--- src/sv/kabf_pkg.sv ---
`default_nettype none
package kabf_pkg;

    // Multiplier operand and product widths
    localparam int MUL_A_W = 35;
    localparam int MUL_B_W = 32;
    localparam int PROD_W  = MUL_A_W + MUL_B_W;

    // Sum width used before saturation
    localparam int SUM_W = 40;

    // Configuration register width and index width
    localparam int CFG_W     = 31;
    localparam int CFG_IDX_W = 2;

    // Configuration register indexes
    localparam logic [CFG_IDX_W-1:0] CFG_ANGLE_Q = 2'd0;
    localparam logic [CFG_IDX_W-1:0] CFG_BIAS_Q  = 2'd1;
    localparam logic [CFG_IDX_W-1:0] CFG_MEAS_R  = 2'd2;

    // Configuration reset values
    localparam logic [CFG_W-1:0] ANGLE_Q_RST = 31'd268435;
    localparam logic [CFG_W-1:0] BIAS_Q_RST  = 31'd805306;
    localparam logic [CFG_W-1:0] MEAS_R_RST  = 31'd8053064;

    // Divider widths: numerator magnitude, divisor magnitude, signed divisor
    localparam int NUM_W  = 32;
    localparam int DEN_W  = 33;
    localparam int SDEN_W = 34;

    // Clamp a wide signed sum to the signed 32-bit range
    function automatic logic signed [31:0] sat32(input logic signed [SUM_W-1:0] x);
        logic signed [31:0] r;
        if (x > $signed({{(SUM_W-32){1'b0}}, 32'h7fffffff})) begin
            r = 32'sh7fffffff;
        end else if (x < $signed({{(SUM_W-32){1'b1}}, 32'h80000000})) begin
            r = 32'sh80000000;
        end else begin
            r = x[31:0];
        end
        return r;
    endfunction

endpackage
`default_nettype wire

--- src/sv/kabf_mul.sv ---
`default_nettype none
module kabf_mul (
    input  wire logic                                 aclk,
    input  wire logic signed [kabf_pkg::MUL_A_W-1:0]  op_a,
    input  wire logic signed [kabf_pkg::MUL_B_W-1:0]  op_b,
    output logic signed      [kabf_pkg::PROD_W-1:0]   prod
);

    logic signed [kabf_pkg::PROD_W-1:0] prod_reg;
    logic signed [kabf_pkg::PROD_W-1:0] prod_next;

    // Exact signed product, registered
    always_comb begin
        prod_next = kabf_pkg::PROD_W'(op_a) * kabf_pkg::PROD_W'(op_b);
    end

    always_ff @(posedge aclk) begin
        prod_reg <= prod_next;
    end

    assign prod = prod_reg;

endmodule
`default_nettype wire

--- config.mk ---
export PLATFORM = sky130hd
export DESIGN_NAME = kabf_mul
export DESIGN_NICKNAME = d
export VERILOG_FILES = /design/src/sv/kabf_pkg.sv /design/src/sv/kabf_mul.sv
export SDC_FILE = /design/constraint.sdc
export NUM_CORES = 2
export LEC_CHECK = 0
export BUFFER_PORTS_ARGS = -buffer_cell sky130_fd_sc_hd__buf_2
export CAP_MARGIN = 20
export CORE_ASPECT_RATIO = 0.5
export CORE_UTILIZATION = 36
export DETAILED_ROUTE_END_ITERATION = 8
export MAX_ROUTING_LAYER = met4
export PLACE_DENSITY = 0.48
export SLEW_MARGIN = 0
export SYNTH_ARGS = -nofsm -noshare
export SYNTH_HDL_FRONTEND = slang
export SYNTH_SLANG_ARGS = --single-unit
--- constraint.sdc ---
create_clock -name aclk -period 24.4 [get_ports aclk]
set_input_delay 2.44 -clock aclk [delete_from_list [all_inputs] [get_ports aclk]]
set_output_delay 2.44 -clock aclk [all_outputs]
set_load 0.005 [all_outputs]
==> impl_metrics.py <==
metrics = {
    "clock_tree": {
        "cts_tree": "yes",
        "postCtsHoldBufs": 0,
        "clock-sinks": 67,
        "post_cts.repair.setup_buffers": 0,
        "cts-htree-levels": 3,
        "clk_path_buf_depth": 2,
        "numCtsBuffers": 9,
        "post_cts.resized_instances": 0,
        "root_buffer": "clkbuf_16",
        "cts.reportedPaths.clkPinSlew_ns": 0.07,
    },
    "placed_design": {
        "globalplace.congestion": 0.843,
        "numPortBuffers": 134,
        "post_detailed_placement_half_perimeter_wirelength_um": 91600,
    },
    "worst_setup_path": {
        "critical_path.startpoint_type": "input pin",
        "worstSetupPathType": "input pin to flip-flop",
        "cp_data_arrival_time_ns": 11.29,
        "critical_path_peak_fanout": 32,
        "critical-path-slowest-cell": "buf_2",
        "path_common_cell": "fa_1",
        "worstPathCellList": "buf_2 -> nand2_1 -> fa_1 -> fa_1 -> fa_1 -> fa_1 -> inv_1 -> fa_1 -> fa_1 -> fa_1 -> fa_1 -> ha_1 -> nand4_1 -> nor2_1 -> nand3_1 -> o211ai_2 -> a21oi_2 -> o311ai_1 -> a211o_1 -> a311o_1 -> mux2i_1 -> a2111oi_2",
        "crit_path_capture_type": "flip-flop",
        "timing.critical_path.required_ns": 24.72,
        "worst_path_largest_cell_delay_ns": 0.77,
        "critPathLaunch": "op_a[17]",
    },
    "timing": {
        "transition_time_at_the_pin_with_the_least_slew_margin_ns": 1.04,
        "report.final.slew_viol_count": 0,
        "fin_crit_ns": 10.97,
        "final-hold-violation-count": 0,
        "setup_viol_count_final": 0,
        "period_share": 0.450,
        "tns_ns": 0,
        "grt_setup_unrepaired": "false",
        "achievable-frequency_mhz": 91.2,
        "timing.slew.headroom": 0.308,
    },
    "finish": {
        "filler_cell_count": 11179,
        "syn_to_final_growth_pct": 5.29,
        "nNetsFinal": 5612,
        "largest_register_ff_count": 67,
        "layout-drive-gt1-share": 0.0435,
        "final_common_cell": "fa_1",
        "layout_common_cells": "1,172 x fa_1, 1,035 x inv_1, 576 x nand2_1",
    },
    "synthesis": {
        "ys_top_cells_by_area": "fa_1 58%, inv_1 9.6%, and2_1 8.6%",
        "synth-edff-count": 0,
        "post-synth-top-area-fraction": 0.582,
        "ys_warn_count": 0,
        "postSynth.asyncResetShare": 0,
        "synth-seq-cells": 67,
        "synthDominantAreaCellType": "fa_1",
        "postSynthCellCount": 4248,
        "synth-main-ff-cell": "dfxtp_1",
        "synthesis.nets": 5678,
        "post_synth.cell_area_avg_um2": 9.49,
        "synthesis.area_mm2": 0.0403,
        "yosys.cell_types.count": 56,
        "ys_seq_area_frac": 0.0333,
    },
    "global_route": {
        "globalRouteOverflowTotal": 0,
        "grt_first_pass_wirelength_um": 187000,
        "grt_usage": 0.227,
        "antenna_found_initial": 5,
        "grt_start_max_net_pins": 36,
        "first_global_vias": 31536,
    },
    "route": {
        "wl_per_cell_um": 20.5,
        "drtAntennaViolNets": 0,
        "detailedRoute.firstIterationViolations": 1334,
        "routed-via-count": 27437,
        "first_pass_iters": 5,
        "route.detailed.vias_per_inst": 4.83,
        "final_routed_drc_violation_total": 0,
        "routed_wl_um": 117000,
    },
    "die": {
        "fp-row-count": 86,
        "die_width_um": 475,
        "die_height_um": 239,
        "dieArea_mm2": 0.113,
        "initial_cell_density_of_the_core": 0.365,
        "io_pins": 135,
        "core_area_mm2": 0.111,
    },
    "min_path": {
        "timing.hold.worst_endpoint": "prod[0]",
        "hold_path_depth": 3,
        "hold_path_class": "input pin to flip-flop",
        "worst_hold_startpoint": "op_a[0]",
    },
    "outcome": {
        "status": "finished, final reports clean",
    },
    "job": {
        "maxCapViolations": 0,
    },
}
through the flow:
| step | hold WS, ns | instance area [um^2] | std cells | utilization | setup slack [ns] |
|---|---|---|---|---|---|
| floorplan | 2.57 | 40300 | 4248 | - | 14.38 |
| global placement | 2.82 | 42100 | 5667 | 0.381 | 13.04 |
| detailed placement | 2.82 | 42100 | 5667 | 0.381 | 12.96 |
| CTS | 2.56 | 42400 | 5683 | 0.384 | 13.42 |
| global route | 2.59 | 42400 | 5684 | 0.384 | 12.91 |
| finish | 2.60 | 42400 | 5685 | 0.384 | 13.43 |
logic make-up after synthesis:
family	share of synthesized area
buf+inv	0.118
mux	0.000497
xor+xnor	0.0156
compound gates	0.0343
fa+ha+maj	0.641
flops	0.0333
simple gates	0.157
final cells by class:
| type | instances | area [um^2] | area share |
|---|---|---|---|
| Multi-Input combinational cell | 2911 | 34200 | 0.806 |
| Clock buffer | 11 | 243 | 0.00572 |
| Sequential cell | 67 | 1340 | 0.0316 |
| Inverter | 1035 | 3880 | 0.0916 |
| Antenna cell | 2 | 5.00 | 0.000118 |
| Clock inverter | 5 | 52.6 | 0.00124 |
| Tap cell | 1496 | 1870 | 0.0441 |
| Timing Repair Buffer | 158 | 851 | 0.0201 |
cells in the mapped netlist (11+ instances only):
master	number
fa_1	1172
inv_1	1035
nand2_1	576
and2_1	552
clkbuf_1	232
ha_1	190
dfxtp_1	67
a21oi_1	64
nor2_1	64
xnor2_1	49
a21o_1	40
o21ai_0	26
xor2_1	23
nand3_1	19
nor3_1	12
nand4_1	11
o21bai_1	11
layer usage:
| metal | up-vias | routed length, um | GRT usage |
|---|---|---|---|
| met5 | - | 0 | - |
| met4 | 0 | 3070 | 0.0616 |
| met3 | 139 | 4100 | 0.0231 |
| met2 | 536 | 59400 | 0.384 |
| met1 | 14831 | 50000 | 0.290 |
| li1 | 11931 | - | - |
how the worst max path moves through the flow:
stage	slack, ns	depth (start not counted)	to
final	13.43	22	prod[65]
after global routing	12.91	28	prod[65]
after CTS	13.42	28	prod[65]
after detailed placement	12.96	28	prod[65]
after global placement	13.04	28	prod[65]
after floorplan	14.38	29	prod[65]
critical path, delay by kind of cell:
family | cells | cell delay [ns]
AO/OA/AOI/OAI | 6 | 2.33
adder cells (fa/ha/maj) | 9 | 4.54
buffers and inverters | 2 | 0.82
multiplexers | 1 | 0.16
AND/OR/NAND/NOR | 4 | 0.97
Power is left out: the tool's default activity adds up to more than one toggle a clock period on the data nets, which glitch-free logic cannot reach.
