[config.mk]
export PLATFORM = sky130hd
export DESIGN_NAME = kabf_div
export DESIGN_NICKNAME = d
export VERILOG_FILES = /design/src/sv/kabf_pkg.sv /design/src/sv/kabf_div.sv
export SDC_FILE = /design/constraint.sdc
export NUM_CORES = 1
export LEC_CHECK = 0
export BUFFER_PORTS_ARGS = -buffer_cell sky130_fd_sc_hd__clkbuf_2
export CORE_ASPECT_RATIO = 0.9
export CORE_MARGIN = 4
export CORE_UTILIZATION = 50
export CTS_CLUSTER_DIAMETER = 150
export DETAILED_ROUTE_END_ITERATION = 12
export PLACE_DENSITY = 0.78
export SYNTH_ARGS = -nofsm -noshare
export SYNTH_HDL_FRONTEND = slang
export SYNTH_SLANG_ARGS = --single-unit
[constraint.sdc]
create_clock -name aclk -period 7.2 [get_ports aclk]
set_input_delay 1.44 -clock aclk [delete_from_list [all_inputs] [get_ports aclk]]
set_output_delay 1.44 -clock aclk [all_outputs]
set_load 0.005 [all_outputs]
[src/sv/kabf_pkg.sv]
`default_nettype none
package kabf_pkg;

    // Multiplier operand and product widths
    localparam int MUL_A_W = 35;
    localparam int MUL_B_W = 32;
    localparam int PROD_W  = MUL_A_W + MUL_B_W;

    // Sum width used before saturation
    localparam int SUM_W = 40;

    // Configuration register width and index width
    localparam int CFG_W     = 31;
    localparam int CFG_IDX_W = 2;

    // Configuration register indexes
    localparam logic [CFG_IDX_W-1:0] CFG_ANGLE_Q = 2'd0;
    localparam logic [CFG_IDX_W-1:0] CFG_BIAS_Q  = 2'd1;
    localparam logic [CFG_IDX_W-1:0] CFG_MEAS_R  = 2'd2;

    // Configuration reset values
    localparam logic [CFG_W-1:0] ANGLE_Q_RST = 31'd268435;
    localparam logic [CFG_W-1:0] BIAS_Q_RST  = 31'd805306;
    localparam logic [CFG_W-1:0] MEAS_R_RST  = 31'd8053064;

    // Divider widths: numerator magnitude, divisor magnitude, signed divisor
    localparam int NUM_W  = 32;
    localparam int DEN_W  = 33;
    localparam int SDEN_W = 34;

    // Clamp a wide signed sum to the signed 32-bit range
    function automatic logic signed [31:0] sat32(input logic signed [SUM_W-1:0] x);
        logic signed [31:0] r;
        if (x > $signed({{(SUM_W-32){1'b0}}, 32'h7fffffff})) begin
            r = 32'sh7fffffff;
        end else if (x < $signed({{(SUM_W-32){1'b1}}, 32'h80000000})) begin
            r = 32'sh80000000;
        end else begin
            r = x[31:0];
        end
        return r;
    endfunction

endpackage
`default_nettype wire

[src/sv/kabf_div.sv]
`default_nettype none
module kabf_div (
    input  wire logic                                  aclk,
    input  wire logic                                  aresetn,
    input  wire logic                                  start,
    input  wire logic signed [31:0]                    num,
    input  wire logic signed [kabf_pkg::SDEN_W-1:0]    den,
    output logic                                       done,
    output logic signed [31:0]                         quot
);

    localparam logic [1:0] PH_IDLE = 2'd0;
    localparam logic [1:0] PH_BUSY = 2'd1;
    localparam logic [1:0] PH_FIN  = 2'd2;
    localparam int DEN_W = kabf_pkg::DEN_W;

    logic [1:0]        ph_reg, ph_next;
    logic [5:0]        cnt_reg, cnt_next;
    logic [DEN_W-1:0]  rem_reg, rem_next;
    logic [DEN_W-1:0]  lo_reg, lo_next;
    logic [DEN_W-1:0]  q_reg, q_next;
    logic [DEN_W-1:0]  d_reg, d_next;
    logic              neg_reg, neg_next;
    logic              done_reg, done_next;
    logic signed [31:0] quot_reg, quot_next;

    logic [kabf_pkg::NUM_W-1:0] mag_n;
    logic [DEN_W-1:0]           mag_d;
    logic [DEN_W-1:0]           hi;
    logic [DEN_W:0]             trial;
    logic [DEN_W:0]             diff;
    logic                       neg_s;

    always_comb begin
        mag_n = num[31] ? (32'd0 - num) : num;
        mag_d = den[kabf_pkg::SDEN_W-1] ? DEN_W'(-den) : DEN_W'(den);
        hi    = {6'd0, mag_n[31:5]};
        neg_s = num[31] ^ den[kabf_pkg::SDEN_W-1];
        trial = {rem_reg, lo_reg[DEN_W-1]};
        diff  = trial - {1'b0, d_reg};

        ph_next   = ph_reg;
        cnt_next  = cnt_reg;
        rem_next  = rem_reg;
        lo_next   = lo_reg;
        q_next    = q_reg;
        d_next    = d_reg;
        neg_next  = neg_reg;
        done_next = 1'b0;
        quot_next = quot_reg;

        case (ph_reg)
            PH_IDLE: begin
                // Load operands; settle zero divisor and overflow at once
                if (start) begin
                    neg_next = neg_s;
                    d_next   = mag_d;
                    rem_next = hi;
                    lo_next  = {mag_n[4:0], 28'd0};
                    q_next   = '0;
                    cnt_next = 6'(DEN_W);
                    if (mag_d == '0) begin
                        quot_next = '0;
                        done_next = 1'b1;
                    end else if (hi >= mag_d) begin
                        quot_next = neg_s ? 32'sh80000000 : 32'sh7fffffff;
                        done_next = 1'b1;
                    end else begin
                        ph_next = PH_BUSY;
                    end
                end
            end
            PH_BUSY: begin
                // One restoring step per cycle
                if (!diff[DEN_W]) begin
                    rem_next = diff[DEN_W-1:0];
                    q_next   = {q_reg[DEN_W-2:0], 1'b1};
                end else begin
                    rem_next = trial[DEN_W-1:0];
                    q_next   = {q_reg[DEN_W-2:0], 1'b0};
                end
                lo_next  = {lo_reg[DEN_W-2:0], 1'b0};
                cnt_next = cnt_reg - 6'd1;
                if (cnt_reg == 6'd1) begin
                    ph_next = PH_FIN;
                end
            end
            PH_FIN: begin
                // Apply sign and clamp
                if (neg_reg) begin
                    if (q_reg[32] || (q_reg[31] && (|q_reg[30:0]))) begin
                        quot_next = 32'sh80000000;
                    end else begin
                        quot_next = 32'd0 - q_reg[31:0];
                    end
                end else begin
                    if (q_reg[32] || q_reg[31]) begin
                        quot_next = 32'sh7fffffff;
                    end else begin
                        quot_next = q_reg[31:0];
                    end
                end
                done_next = 1'b1;
                ph_next   = PH_IDLE;
            end
            default: begin
                ph_next = PH_IDLE;
            end
        endcase
    end

    always_ff @(posedge aclk) begin
        if (!aresetn) begin
            ph_reg   <= PH_IDLE;
            done_reg <= 1'b0;
        end else begin
            ph_reg   <= ph_next;
            done_reg <= done_next;
        end
        cnt_reg  <= cnt_next;
        rem_reg  <= rem_next;
        lo_reg   <= lo_next;
        q_reg    <= q_next;
        d_reg    <= d_next;
        neg_reg  <= neg_next;
        quot_reg <= quot_next;
    end

    assign done = done_reg;
    assign quot = quot_reg;

endmodule
`default_nettype wire

==> results.json <==
{
  "status": "complete, no violations",
  "whs_ns": 0.524,
  "reg2reg_depth": 11,
  "rsz0062_at_grt": "no",
  "ys_warn_count": 0,
  "final_worst_path_setup_slack_ns": 1.46,
  "worstHoldPathType": "reg -> reg",
  "post_synth.cell_area_avg_um2": 9.18,
  "via_count": 9597,
  "post-synth-top-area-cell": "sky130_fd_sc_hd__edfxtp_1",
  "ratio_of_cells_with_drive_above_1_in_the_final_layout_pct": 13.2,
  "postLayoutCoreUtil_pct": 56.5,
  "cts_tree": "built",
  "hold_depth": 2,
  "cell_area_after_synthesis_um2": 11000,
  "ys_types": 73,
  "initial_utilization_pct": 50.8,
  "cts_post_setup_buffers_inserted": 0,
  "finish.net_count": 1403,
  "route.detailed.wl_per_inst_um": 18.1,
  "setup.worst_path.class": "in -> reg",
  "place.detailed.hpwl_um": 21000,
  "max-vdd-ir-drop_mv": 0.184,
  "fin_crit_sh_pct": 79.8,
  "clock_pin_slew_on_the_worst_setup_and_hold_paths_ns": 0.06,
  "fin_cells": 1570,
  "p_per_area_nw_per_um2": 257,
  "clock_sink_total": 146,
  "worst_skew_pair.late_latency_ns": 0.43,
  "maxCapViolations": 0,
  "wirelength_um": 28500,
  "synth_instances": 1193,
  "globalRoute.totalOverflow": 0,
  "clock.fmax_mhz": 174,
  "worst-path-max-fanout": 32,
  "synth.ff_latch_count": 146,
  "worstReg2RegStart": "rem_reg[3]$_DFFE_PP_",
  "gr-max-usage-layer": "met2",
  "maximum_number_of_pins_on_one_net_before_global_route_repair": 78,
  "cts_htree_levels": 4,
  "viasPerCell": 6.11,
  "io-pin-count": 102,
  "fp.dieArea_um2": 24300,
  "pins_over_their_slew_limit": 0,
  "setup_viol_count_final": 0,
  "grt_first_pass_wirelength_um": 45500,
  "die_w_um": 164,
  "hold_viol": 0,
  "worst_hold_path.endpoint": "lo_reg[31]$_DFFE_PP_",
  "antennaDiodeCount": 0,
  "synth.most_common_cell": "sky130_fd_sc_hd__edfxtp_1",
  "grt_use_total_pct": 23.4,
  "timing.critical_path.required_ns": 7.28,
  "die_h_um": 148,
  "place.port_buffers": 101,
  "flow.area_growth_from_synthesis_pct": 11.3,
  "place_area_um2": 11700,
  "synth_flop_cell": "sky130_fd_sc_hd__edfxtp_1",
  "synth_largest_type_area_fraction_pct": 39.2,
  "clockBufferDepth": 2,
  "core.rowCount": 51,
  "yosys-top-cells-area": "sky130_fd_sc_hd__edfxtp_1, sky130_fd_sc_hd__ha_1, sky130_fd_sc_hd__xnor2_1",
  "postCtsHoldBufs": 0,
  "grt_pass1_vias": 8762,
  "gp_congestion": 0.956,
  "detail_route.first_pass.iterations": 5,
  "clock-skew-final_ns": 0.00678,
  "crit_path_start_kind": "primary input",
  "leakagePower_nw": 4.75,
  "timing.final.crit_period_ns": 5.74,
  "final_cell_area_um2": 12200,
  "grt_antenna_before_repair": 0,
  "holdCritStartpoint": "lo_reg[30]$_DFFE_PP_",
  "setup-tns-final_ns": 0,
  "detail_route.iter0.violations": 1000,
  "setup.worst_path.end_class": "register",
  "antenna_violating_nets_post_route": 0,
  "drc_errors": 0,
  "netlist_top_cells_count": "sky130_fd_sc_hd__edfxtp_1, sky130_fd_sc_hd__nor2_1, sky130_fd_sc_hd__inv_1",
  "critical_register_to_register_path_endpoint": "rem_reg[15]$_DFFE_PP_",
  "reg2reg_setup_slack_ns": 3.05,
  "synth-seq-area-share_pct": 39.8,
  "numPlacedInstances": 1539,
  "slew_headroom_pct": 28.1,
  "cp.arrival_ns": 5.82,
  "groute.layer.met3.usage_pct": 3.44,
  "met1_grt_util_pct": 35.1,
  "postSynthNetCount": 1329,
  "cts_inserted_buffers": 17,
  "grt.met2_usage_pct": 35.8,
  "cts_resized": 0,
  "total_power_mw": 3.13,
  "max_slew.worst_pin.slew_ns": 1.08,
  "synth_edf_count": 143,
  "core_region_area_um2": 21600,
  "cts_root_buf": "sky130_fd_sc_hd__clkbuf_16",
  "postSynth.asyncResetShare_pct": 0,
  "place_worst_setup_slack_ns": 1.10
}
[cells by family after synthesis]
| group | count (synthesis) | share of synthesized area [%] |
|---|---|---|
| simple gates | 433 | 21.0 |
| buf+inv | 139 | 5.04 |
| xor+xnor | 93 | 7.44 |
| fa+ha+maj | 67 | 7.72 |
| mux | 12 | 1.12 |
| flops | 146 | 39.8 |
| compound gates | 303 | 17.9 |
[worst max-delay path, cell delays in order]
cell and delay, ns:
sky130_fd_sc_hd__clkbuf_2 0.10, sky130_fd_sc_hd__or4_1 0.64, sky130_fd_sc_hd__or4_1 0.50, sky130_fd_sc_hd__nand2b_1 0.21
sky130_fd_sc_hd__or3_1 0.40, sky130_fd_sc_hd__nand2b_1 0.24, sky130_fd_sc_hd__o41ai_1 0.48, sky130_fd_sc_hd__xnor2_1 0.17
sky130_fd_sc_hd__ha_1 0.32, sky130_fd_sc_hd__nand4_1 0.08, sky130_fd_sc_hd__nor2_1 0.13, sky130_fd_sc_hd__o311a_1 0.18
sky130_fd_sc_hd__o221ai_1 0.16, sky130_fd_sc_hd__a41o_1 0.29, sky130_fd_sc_hd__nor2_2 0.08, sky130_fd_sc_hd__buf_4 0.38
[layout by cell type, fill, tap and decap left out, types with 23 or more instances in the layout]
master	n
sky130_fd_sc_hd__and2_1	29
sky130_fd_sc_hd__clkbuf_2	101
sky130_fd_sc_hd__o21ai_0	79
sky130_fd_sc_hd__ha_1	66
sky130_fd_sc_hd__inv_1	87
sky130_fd_sc_hd__xnor2_1	53
sky130_fd_sc_hd__xor2_1	39
sky130_fd_sc_hd__nand3_1	23
sky130_fd_sc_hd__nor3_1	63
sky130_fd_sc_hd__a21oi_1	82
sky130_fd_sc_hd__nand2_1	78
sky130_fd_sc_hd__edfxtp_1	143
sky130_fd_sc_hd__nor2_1	97
sky130_fd_sc_hd__or3_1	24
[power by group]
part           switching [mW]  internal [mW]
Combinational           0.706          0.433
Sequential             0.0904           1.10
Clock                   0.362          0.435
Total                    1.16           1.97
[area by class of cell]
type	instances	area, um2
Fill cell	1919	9380
Multi-Input combinational cell	908	6070
Sequential cell	146	4350
Timing Repair Buffer	107	551
Clock buffer	17	425
Tap cell	291	364
Inverter	87	327
Clock inverter	14	92.6
[worst max-delay path by stage]
stage | startpoint | endpoint | slack, ns | cells after the start
floorplan | num[5] | quot[0]$_DFFE_PP_ | 0.69 | 14
global placement | num[5] | quot[4]$_DFFE_PP_ | 1.21 | 18
detailed placement | num[5] | quot[27]$_DFFE_PP_ | 1.10 | 18
CTS | num[5] | quot[6]$_DFFE_PP_ | 1.50 | 16
global route | num[5] | quot[5]$_DFFE_PP_ | 1.22 | 18
finish | num[5] | quot[5]$_DFFE_PP_ | 1.46 | 16
[metal layers]
layer / vias up / share of wire [%]
li1: 4584 / -
met1: 4564 / 46
met2: 414 / 45
met3: 35 / 7.6
met4: 0 / 1.5
met5: - / 0
Power figures use the tool's default switching activity.
